==> config.mk <==
export PLATFORM = sky130hd
export DESIGN_NAME = midi_track_event_parser_top
export DESIGN_NICKNAME = d
export VERILOG_FILES = /design/src/hw/rtl/mtep_pkg.sv /design/src/hw/rtl/mtep_step.sv /design/src/hw/rtl/midi_track_event_parser_top.sv
export VERILOG_INCLUDE_DIRS = /design/src /design/src/hw/rtl
export SDC_FILE = /design/constraint.sdc
export NUM_CORES = 1
export LEC_CHECK = 0
export ABC_AREA = 1
export CORE_MARGIN = 4
export CORE_UTILIZATION = 58
export DETAILED_ROUTE_END_ITERATION = 7
export DONT_BUFFER_PORTS = 1
export PLACE_DENSITY_LB_ADDON = 0.05
export SYNTH_ARGS = -nofsm -noshare
export SYNTH_HDL_FRONTEND = slang
export SYNTH_SLANG_ARGS = --single-unit
==> constraint.sdc <==
create_clock -name clk -period 2.85 [get_ports clk]
set_input_delay 0.57 -clock clk [delete_from_list [all_inputs] [get_ports clk]]
set_output_delay 0.57 -clock clk [all_outputs]
set_load 0.01 [all_outputs]
==> src/hw/rtl/midi_track_event_parser_top_defines.svh <==
// ----------------------------------------------------------------------------
// MIDI track event parser: assertion macros
// Shared property forms for the parser's concurrent checks.
// ----------------------------------------------------------------------------
`ifndef MIDI_TRACK_EVENT_PARSER_TOP_DEFINES_SVH
`define MIDI_TRACK_EVENT_PARSER_TOP_DEFINES_SVH

// Same-cycle implication, checked outside of reset.
`define MTEP_ASSERT_NOW(label, clk, rst, ante, cons) \
  label: assert property (@(posedge clk) disable iff (rst) (ante) |-> (cons)) \
    else $error("mtep: same-cycle check failed");

// Next-cycle implication, checked outside of reset.
`define MTEP_ASSERT_NEXT(label, clk, rst, ante, cons) \
  label: assert property (@(posedge clk) disable iff (rst) (ante) |=> (cons)) \
    else $error("mtep: next-cycle check failed");

`endif

==> src/hw/rtl/mtep_pkg.sv <==
// ----------------------------------------------------------------------------
// MIDI track event parser package
// Types, codes and helpers shared by the parser modules.
// ----------------------------------------------------------------------------
`timescale 1ns / 1ps

package mtep_pkg;

  localparam int VlqMaxBytes = 4;
  localparam int ValW        = 28;

  // Parser phases.
  localparam logic [2:0] PH_DELTA   = 3'd0;
  localparam logic [2:0] PH_STATUS  = 3'd1;
  localparam logic [2:0] PH_DATA    = 3'd2;
  localparam logic [2:0] PH_MTYPE   = 3'd3;
  localparam logic [2:0] PH_MLEN    = 3'd4;
  localparam logic [2:0] PH_SXLEN   = 3'd5;
  localparam logic [2:0] PH_PAYLOAD = 3'd6;

  // Byte roles.
  localparam logic [2:0] ROLE_DELTA   = 3'd0;
  localparam logic [2:0] ROLE_STATUS  = 3'd1;
  localparam logic [2:0] ROLE_DATA    = 3'd2;
  localparam logic [2:0] ROLE_MTYPE   = 3'd3;
  localparam logic [2:0] ROLE_LENGTH  = 3'd4;
  localparam logic [2:0] ROLE_PAYLOAD = 3'd5;
  localparam logic [2:0] ROLE_IGNORED = 3'd6;

  // Error codes.
  localparam logic [1:0] ERR_NONE       = 2'd0;
  localparam logic [1:0] ERR_NO_RUNNING = 2'd1;
  localparam logic [1:0] ERR_UNDEF_SYS  = 2'd2;
  localparam logic [1:0] ERR_VLQ_LONG   = 2'd3;

  // Status byte values.
  localparam logic [7:0] ST_META      = 8'hFF;
  localparam logic [7:0] ST_SYSEX     = 8'hF0;
  localparam logic [7:0] ST_SYSEX_ESC = 8'hF7;
  localparam logic [7:0] META_EOT     = 8'h2F;
  localparam logic [3:0] NIB_SYSTEM   = 4'hF;
  localparam logic [3:0] NIB_PROGRAM  = 4'hC;
  localparam logic [3:0] NIB_PRESSURE = 4'hD;

  typedef struct packed {
    logic [7:0] track_byte;
    logic       track_start;
  } in_beat_t;

  typedef struct packed {
    logic [2:0]      byte_role;
    logic            event_done;
    logic [ValW-1:0] delta_ticks;
    logic [7:0]      event_status;
    logic [7:0]      meta_kind;
    logic            used_running;
    logic            track_ended;
    logic [1:0]      error_code;
  } out_beat_t;

  // Parser state apart from the VLQ byte count.
  typedef struct packed {
    logic [2:0]      phase;
    logic [ValW-1:0] delta_accum;
    logic [7:0]      running_cmd;
    logic [7:0]      current_cmd;
    logic [7:0]      meta_type_reg;
    logic [ValW-1:0] bytes_left;
    logic            ended_flag;
    logic            running_used;
  } state_t;

  localparam state_t STATE_RESET = '{
    phase:         PH_DELTA,
    delta_accum:   '0,
    running_cmd:   '0,
    current_cmd:   '0,
    meta_type_reg: '0,
    bytes_left:    '0,
    ended_flag:    1'b0,
    running_used:  1'b0
  };

  // Number of data bytes a channel status takes.
  function automatic logic [1:0] data_needed(input logic [7:0] st);
    logic [1:0] n;
    begin
      n = ((st[7:4] == NIB_PROGRAM) || (st[7:4] == NIB_PRESSURE)) ? 2'd1 : 2'd2;
      return n;
    end
  endfunction

endpackage

==> src/hw/rtl/mtep_step.sv <==
// ----------------------------------------------------------------------------
// MIDI track event parser step
// Combinational parse of one track byte: next state and the result beat.
// ----------------------------------------------------------------------------
`timescale 1ns / 1ps

module mtep_step #(
  parameter int VLQ_MAX_BYTES = mtep_pkg::VlqMaxBytes,
  parameter int CNT_W         = $clog2(VLQ_MAX_BYTES + 1)
) (
  input  mtep_pkg::state_t    cur,
  input  logic [CNT_W-1:0]    cnt,
  input  mtep_pkg::in_beat_t  item,
  output mtep_pkg::state_t    nxt,
  output logic [CNT_W-1:0]    cnt_next,
  output mtep_pkg::out_beat_t res
);

  localparam logic [CNT_W:0] CntLimit = (CNT_W + 1)'(VLQ_MAX_BYTES);

  always_comb begin
    mtep_pkg::state_t          base;
    logic [CNT_W-1:0]          base_cnt;
    logic [CNT_W:0]            cnt_inc;
    logic [mtep_pkg::ValW-1:0] vlq_src;
    logic [mtep_pkg::ValW-1:0] vlq_val;
    logic                      vlq_sat;
    logic                      vlq_end;
    logic [CNT_W-1:0]          vlq_cnt;
    logic [7:0]                b;
    logic [2:0]                role;
    logic                      done;
    logic                      ended;
    logic [1:0]                err;

    // A track start clears everything before the byte is parsed.
    base     = item.track_start ? mtep_pkg::STATE_RESET : cur;
    base_cnt = item.track_start ? '0 : cnt;
    b        = item.track_byte;
    nxt      = base;
    cnt_next = base_cnt;
    role     = mtep_pkg::ROLE_DELTA;
    done     = 1'b0;
    ended    = 1'b0;
    err      = mtep_pkg::ERR_NONE;
    res      = '0;

    // Shared VLQ accumulate for delta time and sysex length.
    cnt_inc = {1'b0, base_cnt} + (CNT_W + 1)'(1);
    if (base.phase == mtep_pkg::PH_DELTA) begin
      vlq_src = (base_cnt == '0) ? '0 : base.delta_accum;
    end else begin
      vlq_src = base.bytes_left;
    end
    vlq_sat = b[7] && (cnt_inc >= CntLimit);
    vlq_end = !b[7] || vlq_sat;
    vlq_val = vlq_sat ? '1 : {vlq_src[mtep_pkg::ValW-8:0], b[6:0]};
    vlq_cnt = vlq_end ? '0 : cnt_inc[CNT_W-1:0];

    if (base.ended_flag) begin
      res.byte_role = mtep_pkg::ROLE_IGNORED;
    end else begin
      unique case (base.phase)
        mtep_pkg::PH_DELTA: begin
          role = mtep_pkg::ROLE_DELTA;
          if (base_cnt == '0) begin
            nxt.current_cmd   = '0;
            nxt.meta_type_reg = '0;
            nxt.running_used  = 1'b0;
          end
          nxt.delta_accum = vlq_val;
          cnt_next        = vlq_cnt;
          if (vlq_sat) begin
            err = mtep_pkg::ERR_VLQ_LONG;
          end
          if (vlq_end) begin
            nxt.phase = mtep_pkg::PH_STATUS;
          end
        end
        mtep_pkg::PH_STATUS: begin
          if (b[7]) begin
            role            = mtep_pkg::ROLE_STATUS;
            nxt.current_cmd = b;
            if (b == mtep_pkg::ST_META) begin
              nxt.running_cmd = '0;
              nxt.phase       = mtep_pkg::PH_MTYPE;
            end else if ((b == mtep_pkg::ST_SYSEX) || (b == mtep_pkg::ST_SYSEX_ESC)) begin
              nxt.running_cmd = '0;
              nxt.bytes_left  = '0;
              cnt_next        = '0;
              nxt.phase       = mtep_pkg::PH_SXLEN;
            end else if (b[7:4] == mtep_pkg::NIB_SYSTEM) begin
              nxt.running_cmd = '0;
              err             = mtep_pkg::ERR_UNDEF_SYS;
              done            = 1'b1;
            end else begin
              nxt.running_cmd = b;
              nxt.bytes_left  = mtep_pkg::ValW'(mtep_pkg::data_needed(b));
              nxt.phase       = mtep_pkg::PH_DATA;
            end
          end else begin
            // Data byte in status position: running status or an error.
            role = mtep_pkg::ROLE_DATA;
            if (base.running_cmd == '0) begin
              err  = mtep_pkg::ERR_NO_RUNNING;
              done = 1'b1;
            end else begin
              nxt.current_cmd  = base.running_cmd;
              nxt.running_used = 1'b1;
              if (mtep_pkg::data_needed(base.running_cmd) == 2'd1) begin
                nxt.bytes_left = '0;
                done           = 1'b1;
              end else begin
                nxt.bytes_left = mtep_pkg::ValW'(1);
                nxt.phase      = mtep_pkg::PH_DATA;
              end
            end
          end
        end
        mtep_pkg::PH_DATA: begin
          role = mtep_pkg::ROLE_DATA;
          if (base.bytes_left != '0) begin
            nxt.bytes_left = base.bytes_left - mtep_pkg::ValW'(1);
          end
          done = (nxt.bytes_left == '0);
        end
        mtep_pkg::PH_MTYPE: begin
          role              = mtep_pkg::ROLE_MTYPE;
          nxt.meta_type_reg = b;
          nxt.phase         = mtep_pkg::PH_MLEN;
        end
        mtep_pkg::PH_MLEN: begin
          role           = mtep_pkg::ROLE_LENGTH;
          nxt.bytes_left = mtep_pkg::ValW'(b);
          if (b == '0) begin
            done = 1'b1;
          end else begin
            nxt.phase = mtep_pkg::PH_PAYLOAD;
          end
        end
        mtep_pkg::PH_SXLEN: begin
          role           = mtep_pkg::ROLE_LENGTH;
          nxt.bytes_left = vlq_val;
          cnt_next       = vlq_cnt;
          if (vlq_sat) begin
            err = mtep_pkg::ERR_VLQ_LONG;
          end
          if (vlq_end) begin
            if (vlq_val == '0) begin
              done = 1'b1;
            end else begin
              nxt.phase = mtep_pkg::PH_PAYLOAD;
            end
          end
        end
        default: begin
          role = mtep_pkg::ROLE_PAYLOAD;
          if (base.bytes_left != '0) begin
            nxt.bytes_left = base.bytes_left - mtep_pkg::ValW'(1);
          end
          done = (nxt.bytes_left == '0);
        end
      endcase

      // Event completion: check for end of track and go back to delta time.
      if (done) begin
        if ((nxt.current_cmd == mtep_pkg::ST_META) &&
            (nxt.meta_type_reg == mtep_pkg::META_EOT)) begin
          ended          = 1'b1;
          nxt.ended_flag = 1'b1;
        end
        nxt.phase = mtep_pkg::PH_DELTA;
        cnt_next  = '0;
      end

      res.byte_role    = role;
      res.event_done   = done;
      res.delta_ticks  = nxt.delta_accum;
      res.event_status = nxt.current_cmd;
      res.meta_kind    = (nxt.current_cmd == mtep_pkg::ST_META) ? nxt.meta_type_reg : '0;
      res.used_running = nxt.running_used;
      res.track_ended  = ended;
      res.error_code   = err;
    end
  end

endmodule

==> src/hw/rtl/midi_track_event_parser_top.sv <==
// ----------------------------------------------------------------------------
// MIDI track event parser
// Classifies each byte of a Standard MIDI File track chunk by its role.
// ----------------------------------------------------------------------------
// Usage:
//   The byte channel (byte_valid, byte_stall, byte_data) takes one track byte
//   per beat; set track_start on the first byte of a new track to clear the
//   parser and running status. The result channel (result_valid,
//   result_stall, result_data) gives exactly one result beat per byte.
//   An accepted byte passes through the input register, then through the
//   parse logic feeding the result register, to its result on the port.
//   Throughput is one byte per cycle while the receiver does not stall, set
//   by the single parse step between those two registers.
//   When the receiver stalls, the result register holds its beat; the input
//   register still takes one more byte, then byte_stall rises until the
//   result is taken. Reset (rst, synchronous) empties both registers and
//   returns the parser to the delta-time phase with no running status.
// ----------------------------------------------------------------------------
`timescale 1ns / 1ps
`include "midi_track_event_parser_top_defines.svh"

module midi_track_event_parser_top #(
  parameter int VLQ_MAX_BYTES = mtep_pkg::VlqMaxBytes
) (
  input  logic                clk,
  input  logic                rst,
  input  logic                byte_valid,
  output logic                byte_stall,
  input  mtep_pkg::in_beat_t  byte_data,
  output logic                result_valid,
  input  logic                result_stall,
  output mtep_pkg::out_beat_t result_data
);

  localparam int CNT_W = $clog2(VLQ_MAX_BYTES + 1);

  logic                in_full;
  mtep_pkg::in_beat_t  in_beat;
  mtep_pkg::state_t    state;
  mtep_pkg::state_t    state_next;
  logic [CNT_W-1:0]    vlq_count;
  logic [CNT_W-1:0]    vlq_count_next;
  mtep_pkg::out_beat_t res_next;
  logic                advance;
  logic                take;

  // The held byte moves on whenever the result register is free or draining.
  assign advance    = in_full && (!result_valid || !result_stall);
  assign byte_stall = in_full && !advance;
  assign take       = byte_valid && !byte_stall;

  mtep_step #(
    .VLQ_MAX_BYTES(VLQ_MAX_BYTES),
    .CNT_W        (CNT_W)
  ) u_step (
    .cur     (state),
    .cnt     (vlq_count),
    .item    (in_beat),
    .nxt     (state_next),
    .cnt_next(vlq_count_next),
    .res     (res_next)
  );

  // Input register.
  always_ff @(posedge clk) begin
    if (rst) begin
      in_full <= 1'b0;
    end else begin
      in_full <= take || (in_full && !advance);
    end
    if (take) begin
      in_beat <= byte_data;
    end
  end

  // Parser state, updated once per parsed byte.
  always_ff @(posedge clk) begin
    if (rst) begin
      state     <= mtep_pkg::STATE_RESET;
      vlq_count <= '0;
    end else if (advance) begin
      state     <= state_next;
      vlq_count <= vlq_count_next;
    end
  end

  // Result register.
  always_ff @(posedge clk) begin
    if (rst) begin
      result_valid <= 1'b0;
    end else if (advance) begin
      result_valid <= 1'b1;
    end else if (!result_stall) begin
      result_valid <= 1'b0;
    end
    if (advance) begin
      result_data <= res_next;
    end
  end

  // End of track is only ever flagged on a completing byte.
  `MTEP_ASSERT_NOW(a_ended_done, clk, rst, result_valid && result_data.track_ended, result_data.event_done)
  // A completed event sends the parser back to delta time with a cleared count.
  `MTEP_ASSERT_NEXT(a_done_delta, clk, rst, advance && res_next.event_done, (state.phase == mtep_pkg::PH_DELTA) && (vlq_count == '0))
  // Once the track has ended, bytes without a track start are ignored.
  `MTEP_ASSERT_NEXT(a_ignore_after_end, clk, rst, advance && state.ended_flag && !in_beat.track_start, result_valid && (result_data.byte_role == mtep_pkg::ROLE_IGNORED))
  // The VLQ count stays below its limit between bytes.
  `MTEP_ASSERT_NOW(a_cnt_range, clk, rst, 1'b1, {1'b0, vlq_count} < (CNT_W + 1)'(VLQ_MAX_BYTES))

endmodule
== Word level (Yosys, flattened, before mapping) ==
Cells that the tools add are included.
Widths: inputs -> output; s select.
Operators by class
  order comparisons: 1
  mux-type cells: 80
  eq/ne operators: 17
  add/subtract/negate cells: 2
  bitwise logic cells: 1
  reduce and logical (&&, ||, !) cells: 29
Operators with widths (count)
  $mux 28: 12
  $mux 85: 2
  $pmux 28 s5: 1
  $logic_not 28->1: 3
  $mux 8: 9
  $mux 3: 18
  $mux 21: 2
  $eq 8x8->1 const B: 4
  $pmux 8 s2: 2
  $pmux 3 s5: 2
  $reduce_bool 28->1: 1
  $sub 28x1->28 const B: 1
  $eq 4x4->1 const B: 5
  $mux 1: 19
  $logic_not 8->1: 2
  $mux 16: 1
  $mux 2: 8
  $eq 8x6->1 const B: 1
  $reduce_or 2->1: 4
  $eq 3x2->1 const B: 2
  $eq 3x3->1 const B: 2
  $logic_not 3->1: 2
  $logic_or 1x1->1: 6
  $pmux 3 s2: 1
  other kinds (12): 20
Storage, ports and cells
  flip-flop bits (word level): 151
  word-level logic and storage cells: 151
  input port bits: 13
  output and inout port bits: 54

== Longest topological paths before layout ==
  depth in word-level cells: 12
  mapped depth: 23

== Modules after synthesis ==
A second synthesis with hierarchy kept.
Unflattened totals
  cell total of the unflattened synthesis: 1725
  area, all modules: 10890.4 um2
Modules (own cells, without submodules)
  midi_track_event_parser_top: cells an instance 650, area an instance 5855.6 um2, instances 1, sequential area each 3633.5 um2
  mtep_step: cells an instance 1075, area an instance 5034.8 um2, instances 1, sequential area each 0.0 um2

== Worst setup path after synthesis ==
Ideal clock, no wire load.
  kind: input to register
  start point: input result_stall
  end point: register result_data[0] (netlist name) (enable)
  cell stages on the path: 4
  path slack: -241 ps
  path buffers: 1
  arrival time: 2655 ps
  setup time: 437 ps
  path through: nand2_1 -> inv_1 -> nor2_1 -> clkbuf_1
On the way
  longest elaborated chain between the ends: 3
RTL lines
  start: declaration: line midi_track_event_parser_top.sv:31  | input logic result_stall,
  $logic_not 1->1
  $logic_or 1x1->1: line midi_track_event_parser_top.sv:48  | assign advance = in_full && (!result_valid || !result_stall);
  $logic_and 1x1->1: line midi_track_event_parser_top.sv:48
  net advance: line midi_track_event_parser_top.sv:44  | logic advance;
  end signal: assignment: line midi_track_event_parser_top.sv:97  | result_data <= res_next;
  end: declaration: line midi_track_event_parser_top.sv:32  | output mtep_pkg::out_beat_t result_data
The timed path passes the listed nets, and every way through them passes these cells.
A chain may end at the register's enable or synchronous reset.

== Worst setup path in the final report ==
  start point: register in_beat[0] (netlist name)
  end point: register result_data[2] (netlist name), data pin
On the way
  longest elaborated chain between the ends: 11
RTL lines
  start: declaration: line midi_track_event_parser_top.sv:38  | mtep_pkg::in_beat_t in_beat;
  start signal: assignment: line midi_track_event_parser_top.sv:72  | in_beat <= byte_data;
  $mux 3 or $mux 85 (tied branches): line mtep_step.sv:38, mtep_step.sv:37
  $add 3x1->4 (tied with other cells): line mtep_step.sv:49  | cnt_inc = {1'b0, base_cnt} + (CNT_W + 1)'(1);
  $ge 4x3->1 (tied with other cells): line mtep_step.sv:55  | vlq_sat = b[7] && (cnt_inc >= CntLimit);
  $logic_and 1x1->1 (tied with other cells): line mtep_step.sv:55
  $mux 28 or $eq 2x1->1 (tied branches): line mtep_step.sv:57, mtep_step.sv:110
  $logic_not 28->1 or $mux 1 (tied branches): line mtep_step.sv:149, mtep_step.sv:110
  $mux 1 (on tied branches): line mtep_step.sv:149, mtep_step.sv:104
  $mux 1 (on tied branches): line mtep_step.sv:148, mtep_step.sv:81
  $pmux 1 s5: line mtep_step.sv:63  | unique case (base.phase)
  $mux 1: line mtep_step.sv:60  | if (base.ended_flag) begin
  $mux 1
Parallel ways exist; a longest one is shown, timed or not. The select of a mux whose other input is x is not followed.

==> results.sh <==
export IMPL_use_met1_pct=43.69
export IMPL_num_rows=45
export IMPL_drt_vias_per_instance=6.075
export IMPL_grt_max_degree=113
export IMPL_drive_gt1_share_pct=13.49
export IMPL_crit_fanout=7
export IMPL_placed_cells=1507
export IMPL_yosys_warnings=0
export IMPL_postCtsHoldBufs=0
export IMPL_power_density_nw_per_um2=534.8
export IMPL_synth_fp_nets=1339
export IMPL_fin_crit_ns=2.733
export IMPL_synth_ff_type="dfxtp_1"
export IMPL_yosysTopAreaCell="edfxtp_1"
export IMPL_drtAntennaViolNets=0
export IMPL_remaining_drc_errors=0
export IMPL_die_x_um=133.8
export IMPL_place_port_buffers=0
export IMPL_antenna_found_initial=0
export IMPL_fin_worst_skew_ns=0.01193
export IMPL_min_delay_path_depth=1
export IMPL_fmax_ghz=0.3659
export IMPL_postSynthAreaPerCell_um2=6.928
export IMPL_hold_viol=0
export IMPL_status="completed"
export IMPL_clkTransAtPathRegs_ns=0.07
export IMPL_routabilityCongestion=1.017
export IMPL_peakVddDrop_mv=0.4927
export IMPL_synth_area_um2=9173
export IMPL_core_region_area_um2=15370
export IMPL_die_h_um=133.8
export IMPL_initial_utilization_pct=59.67
export IMPL_clkLatencyLatePin_ns=0.43
export IMPL_netlist_area_leader_share_pct=19.97
export IMPL_cts_root_buf="clkbuf_16"
export IMPL_slew_headroom_pct=50.93
export IMPL_htreeDepth=4
export IMPL_leakage_nw=4.884
export IMPL_synth_cell_types=42
export IMPL_synthArstFlopShare_pct=0
export IMPL_post_drt_wl_per_cell_um=19.01
export IMPL_maxCapViolations=0
export IMPL_finalWorstSetupSlack_ns=0.1168
export IMPL_netlist_instances=1324
export IMPL_met3_usage_pct=5.514
export IMPL_cts_tree="built"
export IMPL_setup_violations=0
export IMPL_r2r_cells=17
export IMPL_drt_iter0_drc=1364
export IMPL_cp_arrival_ns=3.01
export IMPL_startpoint_type="flip-flop"
export IMPL_post_route_period_util_pct=95.90
export IMPL_min_path_type="primary input to flip-flop"
export IMPL_fill_cells=1336
export IMPL_rrSetupSlack_ns=0.12
export IMPL_synth_seq_cells=151
export IMPL_drtPass1Iterations=6
export IMPL_crit_type="flip-flop to flip-flop"
export IMPL_totalWireLength_mm=29.52
export IMPL_fin_util_pct=68.49
export IMPL_yosysSeqAreaShare_pct=39.61
export IMPL_clkSinkCount=151
export IMPL_place_ws_ns=0.01484
export IMPL_synth_edf_count=61
export IMPL_diodes=0
export IMPL_synth_most_common_cell="nand2_1"
export IMPL_r2r_start="in_beat[0]$_DFFE_PP_"
export IMPL_grt_usage_pct=31.85
export IMPL_postPlaceCellArea_um2=9467
export IMPL_end_kind="flip-flop"
export IMPL_final_area_um2=10530
export IMPL_grt_pass1_vias=8465
export IMPL_top_usage_layer="met2"
export IMPL_r2r_end="result_data[2]$_SDFFCE_PP0P_"
export IMPL_stdcell_count=1553
export IMPL_hp_start="rst"
export IMPL_dp_hpwl_mm=20.59
export IMPL_nets=1344
export IMPL_io_pins=67
export IMPL_hold_end="state[28]$_SDFFE_PP0P_"
export IMPL_cts_buffer_depth=2
export IMPL_ys_top_cells_by_count="325 x nand2_1, 147 x nor2_1, 137 x inv_1, 111 x a21oi_1, 97 x o21ai_0"
export IMPL_worstMarginPinSlew_ns=0.7352
export IMPL_grt_use_met2_pct=49.24
export IMPL_grt_pass1_wl_mm=45.28
export IMPL_dieArea_um2=17890
export IMPL_vias=9434
export IMPL_ys_top_cells_by_area="edfxtp_1 20%, dfxtp_1 20%, nand2_1 13%"
export IMPL_slew_violations=0
export IMPL_syn_to_final_growth_pct=14.77
export IMPL_cp_data_required_time_ns=3.12
export IMPL_cts_buffers=17
export IMPL_overflow=0
export IMPL_timing_hold_ws_ns=0.2055
## registers in the layout (all words and copies together) (netlist names)
register / count
state: 85
result_data: 52
in_beat: 9
vlq_count: 3
in_full: 1
result_valid: 1
## area by class of cell
class	count	area [um2]	share of cell area, %
clock buffers	18	439.2	4.172
clock inverters	14	163.9	1.557
inverters	150	570.5	5.420
multi-input cells	952	4820	45.78
flip-flops and latches	151	3633	34.51
well taps	211	264.0	2.508
repair buffers	57	636.9	6.049
## through the flow
stage	TNS [ns]	power, mW
floorplan	0	3.045
global placement	0	3.233
detailed placement	0	3.241
CTS	0	5.541
global route	-0.3726	5.836
finish	0	5.630
## routing by layer
layer / share of wire [%] / routed length (um)
met3: 9.0 / 2657
met5: 0 / 0
met2: 45 / 13320
met4: 4.2 / 1242
met1: 42 / 12300
## placed cells by master (no fill, tap or decap), types with 2 or more instances in the layout
cell type    n
a21o_1       4
a21oi_1    111
a221oi_1     8
a22oi_1      3
a31oi_1     21
buf_12       8
buf_4       42
bufinv_16    2
clkbuf_16   23
clkinv_1     2
clkinv_4     6
dfxtp_1     90
edfxtp_1    61
ha_1         2
inv_1      137
inv_2       10
inv_6        2
inv_8        3
nand2_1    310
nand2_2     26
nand2_4     12
nand3_1     86
nand3_2      8
nand3b_1     3
nand4_1     16
nor2_1     130
nor2_2      17
nor2_4      11
nor3_1      10
nor4_1       3
o211ai_1     9
o21ai_0     96
o21ai_1     10
o21ai_2      2
o221ai_1    28
o22ai_1      9
xor2_1       8
## critical path: stages (launching register included)
cell,delay [ns]
edfxtp_1,0.41
clkinv_4,0.15
buf_12,0.16
clkbuf_16,0.14
o21ai_0,0.15
nand2_1,0.21
nor2_1,0.28
nand2_1,0.11
xor2_1,0.15
nand2_1,0.07
nand2_1,0.06
nor2_1,0.08
nand2_1,0.05
nor2_1,0.14
nand2_2,0.10
nand2_4,0.09
nand3_2,0.09
nor3_2,0.12
## cell families after synthesis
| logic type | Yosys count | synth area share [%] |
|---|---|---|
| and+or+nand+nor | 637 | 30.06 |
| buffers and inverters | 221 | 10.15 |
| xor gates and xnor gates | 8 | 0.7639 |
| adders and majority gates | 2 | 0.2728 |
| DFF | 151 | 39.61 |
| AOI/OAI and AO/OA | 305 | 19.14 |
## report_power, final
group / internal (mW) / total [mW] / leakage [nW] / switching [mW]
Sequential: 2.37 / 2.45 / 1.32 / 0.0810
Combinational: 0.280 / 0.849 / 3.26 / 0.569
Clock: 1.34 / 2.33 / 0.298 / 0.995
Total: 3.99 / 5.63 / 4.88 / 1.64
## repair_timing
action                                  in CTS  in global routing
setup buffers                                0                  8
gates resized for setup                      1                 57
endpoints found under the setup margin       3                 17
gates cloned                                 0                  6
pin swaps                                    0                  9
## how the worst max path moves through the flow
stage	startpoint	end	slack, ns	cells after the start
CTS	in_beat[0]$_DFFE_PP_	result_data[2]$_SDFFCE_PP0P_	0.06	15
floorplan	in_beat[0]$_DFFE_PP_	result_data[10]$_SDFFCE_PP0P_	0.005	20
global route	in_beat[0]$_DFFE_PP_	result_data[2]$_SDFFCE_PP0P_	-0.06	19
finish	in_beat[0]$_DFFE_PP_	result_data[2]$_SDFFCE_PP0P_	0.12	17
detailed placement	in_beat[0]$_DFFE_PP_	result_data[10]$_SDFFCE_PP0P_	0.01	15
global placement	in_beat[0]$_DFFE_PP_	state[82]$_SDFFE_PP0P_	0.13	20
Note: power is estimated with default switching activity, not from simulation.
